===== src/rtl/core/tatp_pkg.sv =====
// Shared types and constants for the two-axis tracking PID controller.
`default_nettype none

package tatp_pkg;

   localparam logic [7:0] HEAD_MARK = 8'hBB;
   localparam logic [7:0] TAIL_MARK = 8'hFF;
   localparam logic [7:0] FOUND_MARK = 8'h01;
   localparam logic [10:0] IDLE_MAX = 11'd2047;

   localparam logic signed [15:0] KP_RESET = 16'sd256;
   localparam logic signed [15:0] KI_RESET = 16'sd0;
   localparam logic signed [15:0] KD_RESET = 16'sd0;
   localparam logic [14:0] YAW_LIMIT_RESET = 15'd60;
   localparam logic [14:0] PITCH_LIMIT_RESET = 15'd100;

   typedef enum logic [2:0] {
      CSR_KP_YAW = 3'd0,
      CSR_KI_YAW = 3'd1,
      CSR_KD_YAW = 3'd2,
      CSR_KP_PITCH = 3'd3,
      CSR_KI_PITCH = 3'd4,
      CSR_KD_PITCH = 3'd5,
      CSR_YAW_LIMIT = 3'd6,
      CSR_PITCH_LIMIT = 3'd7
   } csr_index_type;

   typedef enum logic [1:0] {
      CAUSE_TRACK = 2'd0,
      CAUSE_LOST = 2'd1,
      CAUSE_STOP = 2'd2
   } cause_type;

   typedef struct packed {
      logic signed [15:0] kp;
      logic signed [15:0] ki;
      logic signed [15:0] kd;
      logic [14:0] limit;
   } axis_gain_type;

   typedef struct packed {
      logic run;
      logic clear;
   } axis_ctrl_type;

   typedef struct packed {
      logic [7:0] frame_tail;
      logic signed [15:0] dy;
      logic signed [15:0] dx;
      logic [7:0] found_flag;
      logic [7:0] frame_head;
   } frame_type;

endpackage

`default_nettype wire


===== src/rtl/core/tatp_csr.sv =====
// Gain and limit registers written through the configuration channel.
`default_nettype none

module tatp_csr (
   input wire logic clock,
   input wire logic reset,
   input wire logic csr_write,
   input wire logic [2:0] csr_index,
   input wire logic [15:0] csr_data,
   output tatp_pkg::axis_gain_type yaw_gain,
   output tatp_pkg::axis_gain_type pitch_gain
);
   import tatp_pkg::*;

   axis_gain_type yaw_ff, yaw_in;
   axis_gain_type pitch_ff, pitch_in;

   always_comb begin
      yaw_in = yaw_ff;
      pitch_in = pitch_ff;
      if (csr_write) begin
         unique case (csr_index_type'(csr_index))
            CSR_KP_YAW: yaw_in.kp = csr_data;
            CSR_KI_YAW: yaw_in.ki = csr_data;
            CSR_KD_YAW: yaw_in.kd = csr_data;
            CSR_KP_PITCH: pitch_in.kp = csr_data;
            CSR_KI_PITCH: pitch_in.ki = csr_data;
            CSR_KD_PITCH: pitch_in.kd = csr_data;
            CSR_YAW_LIMIT: yaw_in.limit = csr_data[14:0];
            CSR_PITCH_LIMIT: pitch_in.limit = csr_data[14:0];
            default: ;
         endcase
      end
   end

   always_ff @(posedge clock) begin
      if (reset) begin
         yaw_ff <= '{kp: KP_RESET, ki: KI_RESET, kd: KD_RESET, limit: YAW_LIMIT_RESET};
         pitch_ff <= '{kp: KP_RESET, ki: KI_RESET, kd: KD_RESET,
                       limit: PITCH_LIMIT_RESET};
      end else begin
         yaw_ff <= yaw_in;
         pitch_ff <= pitch_in;
      end
   end

   assign yaw_gain = yaw_ff;
   assign pitch_gain = pitch_ff;

endmodule

`default_nettype wire


===== config.mk =====
export PLATFORM = sky130hd
export DESIGN_NAME = tatp_csr
export DESIGN_NICKNAME = d
export VERILOG_FILES = /design/src/rtl/core/tatp_pkg.sv /design/src/rtl/core/tatp_csr.sv
export SDC_FILE = /design/constraint.sdc
export NUM_CORES = 1
export LEC_CHECK = 0
export ABC_AREA = 1
export BUFFER_PORTS_ARGS = -buffer_cell sky130_fd_sc_hd__buf_2
export CORE_MARGIN = 2
export CORE_UTILIZATION = 55
export CTS_CLUSTER_DIAMETER = 200
export DETAILED_ROUTE_END_ITERATION = 8
export GPL_TIMING_DRIVEN = 0
export PLACE_DENSITY = 0.84
export SYNTH_ARGS = -nofsm -noshare
export SYNTH_HDL_FRONTEND = slang
export SYNTH_SLANG_ARGS = --single-unit

===== constraint.sdc =====
create_clock -name clock -period 2.9 [get_ports clock]
set_input_delay 0.435 -clock clock [delete_from_list [all_inputs] [get_ports clock]]
set_output_delay 0.435 -clock clock [all_outputs]
set_load 0.03 [all_outputs]

# Yosys cells after proc, flatten, opt, wreduce, memory -nomap -nowiden
# Index checks and enable logic that the tools add are counted.
word_totals:
  ff_bits: 126
  input_bits: 22
  out_inout_bits: 126
  wordCells: 24
op_classes:
  eq_ne: 7
  reduce_logical: 9
op_table:
  columns: ["cell", "n"]
  rows:
  - ["$reduce_and A2 Y1", 8]
  - ["$eq A3 B3 Y1 const B", 4]
  - ["$eq A3 B2 Y1 const B", 2]
  - ["$eq A3 B1 Y1 const B", 1]
  - ["$logic_not A3 Y1", 1]

# Longest topological paths before layout
# Gate-level depths: netlist (run 1).
logic_depth:
  ltp_word: 2
  mapped_depth: 6
  ltp_nobuf: 5

# Worst setup path after synthesis (run 1)
# No wires, ideal clock.
synth_timing:
  path_kind: "input to register"
  startpoint: "in csr_index[1]"
  endpoint: "reg yaw_ff (netlist bit yaw_gain[55])"
  setup_time_ns: 0.130
  arrival_time_ns: 1.119
  required_ns: 2.770
  path_slack_ns: 1.651
  cell_stages: 5
  path_buffers: 1
  path_cell_list: "nor2_1 -> clkbuf_1 -> nand2_1 -> nand2_1 -> nand3_1"
synth_via:
  elab_chain_len: 2
synth_lines:
  columns: ["item", "line", "text"]
  rows:
  - ["start, declared", "tatp_csr.sv:8", "input wire logic [2:0] csr_index,"]
  - ["$logic_not A3 Y1", "tatp_csr.sv:22", "unique case (csr_index_type'(csr_index))"]
  - ["$reduce_and A2 Y1 (no source line)", null, null]
  - ["end signal, assigned", "tatp_csr.sv:38", "yaw_ff <= '{kp: KP_RESET, ki: KI_RESET, kd: KD_RESET, limit: YAW_LIMIT_RESET};"]
  - ["end signal, assigned", "tatp_csr.sv:42", "yaw_ff <= yaw_in;"]
  - ["end, declared", "tatp_csr.sv:15", "axis_gain_type yaw_ff, yaw_in;"]
# Every way passes these cells.
# A chain may end at the register's enable or synchronous reset.

# Worst setup path after layout (run 1)
layout_timing:
  startpoint: "reg yaw_ff (netlist bit yaw_gain[62])"
  endpoint: "out yaw_gain[62] (netlist bit)"
layout_rtl:
  columns: ["item", "line", "text"]
  rows:
  - ["end, declared", "tatp_csr.sv:10", "output tatp_pkg::axis_gain_type yaw_gain,"]
# No word-level cell between the ends.

==> run metrics, run 1 <==
clk root buf clkbuf_8; crit path max fanout 2; Final Core Density between 70% and 80%; register area share after synthesis between 50 and 60%; Yosys cell types 15; Max H-tree Level 4; post-synthesis mux area share 0%; endpoints failing hold 0; Critical Path AT 1140 ps; antenna violations before repair 0; Setup WS post-layout 1330 ps; Post-Synth Adder-Cell Area 0%; Clk pin slew, worst setup/hold paths 60 ps; CP Depth 1; DRT Wirelength approximately 16000 um; most frequent cells in the layout nor2_1 (236), buf_2 (162), nand2_1 (152), dfxtp_1 (126), nand3_1 (114); Inst Count DP roughly 960; setup violators final 0; CTS Hold Buffers Added 0; commonest non-fill, non-tap cell in the layout nor2_1; main combinational cell family by area after synthesis simple AND/OR/NAND/NOR gates; area occupied by multi-input gates 2150 um^2; crit-path cells buf_2; Max Clock Freq 637 MHz; Post-route DRC 0; Setup Fix Bufs, Post-CTS 0; Final Max Tran Viols 0; Rows 34; GP Congestion 0.899; syn nets approximately 730; kind of critical path flop to output port; Clk Latency, worst-skew pair around 520 ps; CTS buffer count 17; actual slew at the worst max-slew pin 577 ps; Setup TNS 0 ps; Overall Power between 4 and 5 mW; total gr overflow 0; Final #Nets 894; CP endpoint kind output port; area of the core 8760 um^2; delay-heaviest family, CP flip-flops; placed wire-length estimate 10500 um; final std cells w/o fill 993; Die Wd 99.2 um; Starting Density between 50% and 60%; crit start category flop; drt wl/cell 15.8 um; fillcell total roughly 650; final worst-path cycle share 54.2%; R2R depth 2; Port Buffers 147; syn_area_per_cell 7.06 um^2; Die Ht 99.2 um; Layout area overhead 30.6%; hold path cells 3; drt pass-1 iters 5; post-synthesis compound-gate area fraction 0.100%; CP max stage delay just under 400 ps; CP max-delay cell dfxtp_1; CP Buf/Inv Count 1; ant diodes 0; pre-CTS WS 1250 ps; TritonCTS clock tree yes; Max Root-Sink Buffers 2; Min Clock Period, post-route between 1500 and 2000 ps; Layout Skew 0 ps; Lkg Pwr 3.25 nW; register bit total from synthesis 126; CP required 2470 ps; VDD IR max between 300 and 400 uV; Warnings, synthesis 0; number of global-route vias before repair 5096; largest net degree at the start of global routing 17; Gates resized, CTS repair 0; DRT antenna net count 0; Initial DRC Count 323; share of cells above drive strength 1 24.7%; max cap viols 0; Synth Area in XOR/XNOR 0%; GR Util All Layers between 30% and 40%; Vias/cell 5.36; Hold WC Path Type input port to flop; RSZ-0062 raised after global routing no; IO Count 148; Syn Inst Count roughly 710; slew margin rel. approximately 62%; CTS Sinks 126; first-pass GRT wire length 24400 um; register area 2520 um^2; status complete, no violations; Synth Area in Simple Gates a little over two fifths; vias post-DR between 5000 and 6000; power per cell area 719 nW/um^2; Mapped Area 4980 um^2; die area 9840 um^2
==> routing by layer <==
layer / up-vias / global-route usage [%] / wire length, um
li1: 2524 / - / -
met1: 2442 / 37.4 / 5920
met2: 291 / 53.1 / 7490
met3: 69 / 7.31 / 1430
met4: 0 / 19.8 / 821
met5: - / 0 / 0
==> cells in the mapped netlist (all sizes together) <==
cell type,n,area [um^2]
nand3,114,571
inv,24,90.1
clkbuf,4,15.0
dfxtp,126,2520
buf,37,210
nor2,246,988
o21ai,1,5.00
nand2,154,583
==> registers in the layout (all words and copies together) (netlist names) <==
signal,flops
pitch_gain,63
yaw_gain,63
==> layout make-up <==
| type | instances | share of cell area [%] |
|---|---|---|
| Sequential cell | 126 | 38.7 |
| Multi-Input combinational cell | 515 | 33.0 |
| Timing Repair Buffer | 147 | 11.3 |
| Clock buffer | 23 | 7.32 |
| Buffer | 41 | 3.46 |
| Clock inverter | 9 | 2.77 |
| Tap cell | 108 | 2.07 |
| Inverter | 24 | 1.38 |
==> path summary, 6_finish.rpt <==
path	start	end	slack [ps]
worst max-delay path	yaw_gain[62]	yaw_gain[62]	1330
worst min-delay path	csr_data[4]	yaw_gain[4]	130
worst max register to register	yaw_gain[62]	yaw_gain[62]	2220
worst min register to register	pitch_gain[2]	pitch_gain[2]	450
==> stage by stage <==
step	instance area (um^2)	hold WS, ps
finish	6510	133
global route	6510	157
global placement	5860	438
floorplan	4980	548
CTS	6510	137
detailed placement	5860	442
==> kinds of logic after synthesis <==
family / Yosys count
simple gates: 514
flops: 126
buf+inv: 65
compound gates: 1
==> report_power, final <==
group	leakage, nW	switching, mW	total (mW)	internal, mW
Combinational	1.91	0.377	0.516	0.139
Clock	0.318	0.759	2.34	1.58
Sequential	1.02	0.0348	1.83	1.79
(Power assumes the default switching activity.)
==> run 2: changes to the inputs <==
--- a/config.mk
+++ b/config.mk
@@ -5,14 +5,14 @@
 export SDC_FILE = /design/constraint.sdc
 export NUM_CORES = 1
 export LEC_CHECK = 0
-export ABC_AREA = 1
+export ABC_AREA = 0
 export BUFFER_PORTS_ARGS = -buffer_cell sky130_fd_sc_hd__buf_2
 export CORE_MARGIN = 2
-export CORE_UTILIZATION = 55
+export CORE_UTILIZATION = 51
 export CTS_CLUSTER_DIAMETER = 200
 export DETAILED_ROUTE_END_ITERATION = 8
 export GPL_TIMING_DRIVEN = 0
-export PLACE_DENSITY = 0.84
+export PLACE_DENSITY = 0.79
 export SYNTH_ARGS = -nofsm -noshare
 export SYNTH_HDL_FRONTEND = slang
 export SYNTH_SLANG_ARGS = --single-unit
==> constraint.sdc (replaced) <==
create_clock -name clock -period 1.55 [get_ports clock]
set_input_delay 0.2325 -clock clock [delete_from_list [all_inputs] [get_ports clock]]
set_output_delay 0.2325 -clock clock [all_outputs]
set_load 0.03 [all_outputs]
==> run metrics, run 2 <==
status complete, no violations; clk root buf clkbuf_8; Critical Path AT about 1100 ps; Clk Latency, worst-skew pair 520 ps; CP max stage delay 370 ps; Min Clock Period, post-route 1330 ps; Port Buffers 143; ant diodes 0; Hold WC Path Type input port to flop; Main synth FF type dfxtp_1; largest area contributor in the netlist dfxtp_1; crit path max fanout 2; delay-heaviest family, CP flip-flops; endpoints failing hold 0; Die Ht between 100 and 150 um; CP endpoint kind output port; Rows 36; Layout Skew 0 ps; Max H-tree Level 4; first-pass GRT wire length 19300 um; CTS buffer count 17; Max Clock Freq 750 MHz; met2 Resource Use GR 39.8%; setup violators final 0; Vias/cell 4.94; met3 Use GR 8.68%; Finished Cell Area between 6000 and 7000 um^2; CTS Sinks approximately 130; register area around 2500 um^2; register area share after synthesis 50.7%; Post-route DRC 0; CP max-delay cell dfxtp_1; total gr overflow 0; CP Buf/Inv Count 1; Overall Power ~8.4 mW; VDD IR max 734 uV; drt wl/cell 16.6 um; R2R setup slack just under 900 ps; Clk pin slew, worst setup/hold paths 60 ps; Die Wd 103 um; max cap viols 0; Syn Inst Count 453; Setup Fix Bufs, Post-CTS 0; Yosys cell types 16; DRT Wirelength 12700 um; Lkg Pwr 3.48 nW; power per cell area 1280 nW/um^2; top post-synthesis cells by area dfxtp_1 (51%), mux2i_1 (25%), nand2b_1 (17%), clkbuf_1 (1.4%), buf_2 (1.3%); most numerous cell in the Yosys netlist nand2b_1; kind of critical path flop to output port; IO Count 148; Final Max Tran Viols 0; syn_area_per_cell 11.0 um^2; gr busiest metal met2; largest net degree at the start of global routing 17; most frequent cells in the layout buf_2 (156), nand2b_1 (133), mux2i_1 (126), dfxtp_1 (126), clkbuf_1 (20); post-synth top area share approximately half; crit-path cells buf_2; Commonest cells post-synth nand2b_1 (133), dfxtp_1 (126), mux2i_1 (126); crit start category flop; Warnings, synthesis 0; RSZ-0062 raised after global routing no; vias post-DR 3787; actual slew at the worst max-slew pin about 800 ps; number of global-route vias before repair 3709; TritonCTS clock tree yes; Mapped Area approximately 5000 um^2; DRT antenna net count 0; drt pass-1 iters 4; GP Congestion a little under 0.8; share of cells above drive strength 1 30.3%; Starting Density 51.6%; Max Root-Sink Buffers 2; slew margin rel. a little under half; final worst-path cycle share between 80% and 90%; die area 10600 um^2; Initial DRC Count about 110; EDFF count, synth 0; CTS Hold Buffers Added 6; Layout area overhead 32.4%; Final #Nets 643; CP required 1320 ps; GR Util All Layers between 20% and 30%; register bit total from synthesis 126; fraction of registers with async set/reset 0%; Gates resized, CTS repair 0; GR Util met1 30.6%; area of the core around 9600 um^2; syn nets 475; placed wire-length estimate around 8900 um; area occupied by multi-input gates 2240 um^2; DP Area between 5000 and 6000 um^2; commonest non-fill, non-tap cell in the layout buf_2; fillcell total about 790; antenna violations before repair 0
## run 2: logic make-up after synthesis
| logic type | after synthesis | synth area share, % |
|---|---|---|
| flip-flops | 126 | 50.7 |
| multiplexers | 126 | 25.3 |
| buffers and inverters | 44 | 4.35 |
| AND/OR/NAND/NOR | 157 | 19.6 |
## run 2: layout make-up
cell class | count | share of cell area, %
buffer | 44 | 3.29
clock buffer | 19 | 6.55
clock inverter | 13 | 3.61
multi-input combinational | 283 | 34.0
sequential | 126 | 38.3
tap | 133 | 2.53
timing repair buffer | 149 | 11.8
## run 2: path summary, 6_finish.rpt
kind	to	cells after the start	start
hold / removal	yaw_gain[14]	3	csr_index[1]
hold reg to reg	pitch_gain[46]	2	pitch_gain[46]
setup / recovery	pitch_gain[48]	1	pitch_gain[48]
setup reg to reg	pitch_gain[51]	2	pitch_gain[51]
## run 2: power breakdown
group,switching (mW),internal (mW)
combinational,0.388,0.230
sequential,0.0392,3.31
clock,1.48,2.99
total,1.91,6.53
## run 2: metal layers
layer  up-vias  wire (um)
li1       1835          -
met1      1824       5560
met2       116       6180
met3        12        817
met4         0        178
met5         -          0
## run 2: through the flow
stage                     hold slack [ps]  utilization [%]  setup TNS (ps)  std cells  setup WS (ps)
final                                 101             68.4               0        767            218
after detailed placement              461             60.8          -21300        729           -274
after CTS                            88.4             68.4               0        767            204
after global routing                  105             68.4               0        767            102
after global placement                457             60.8          -13660        729           -178
after floorplan                       394                -               0        453            153
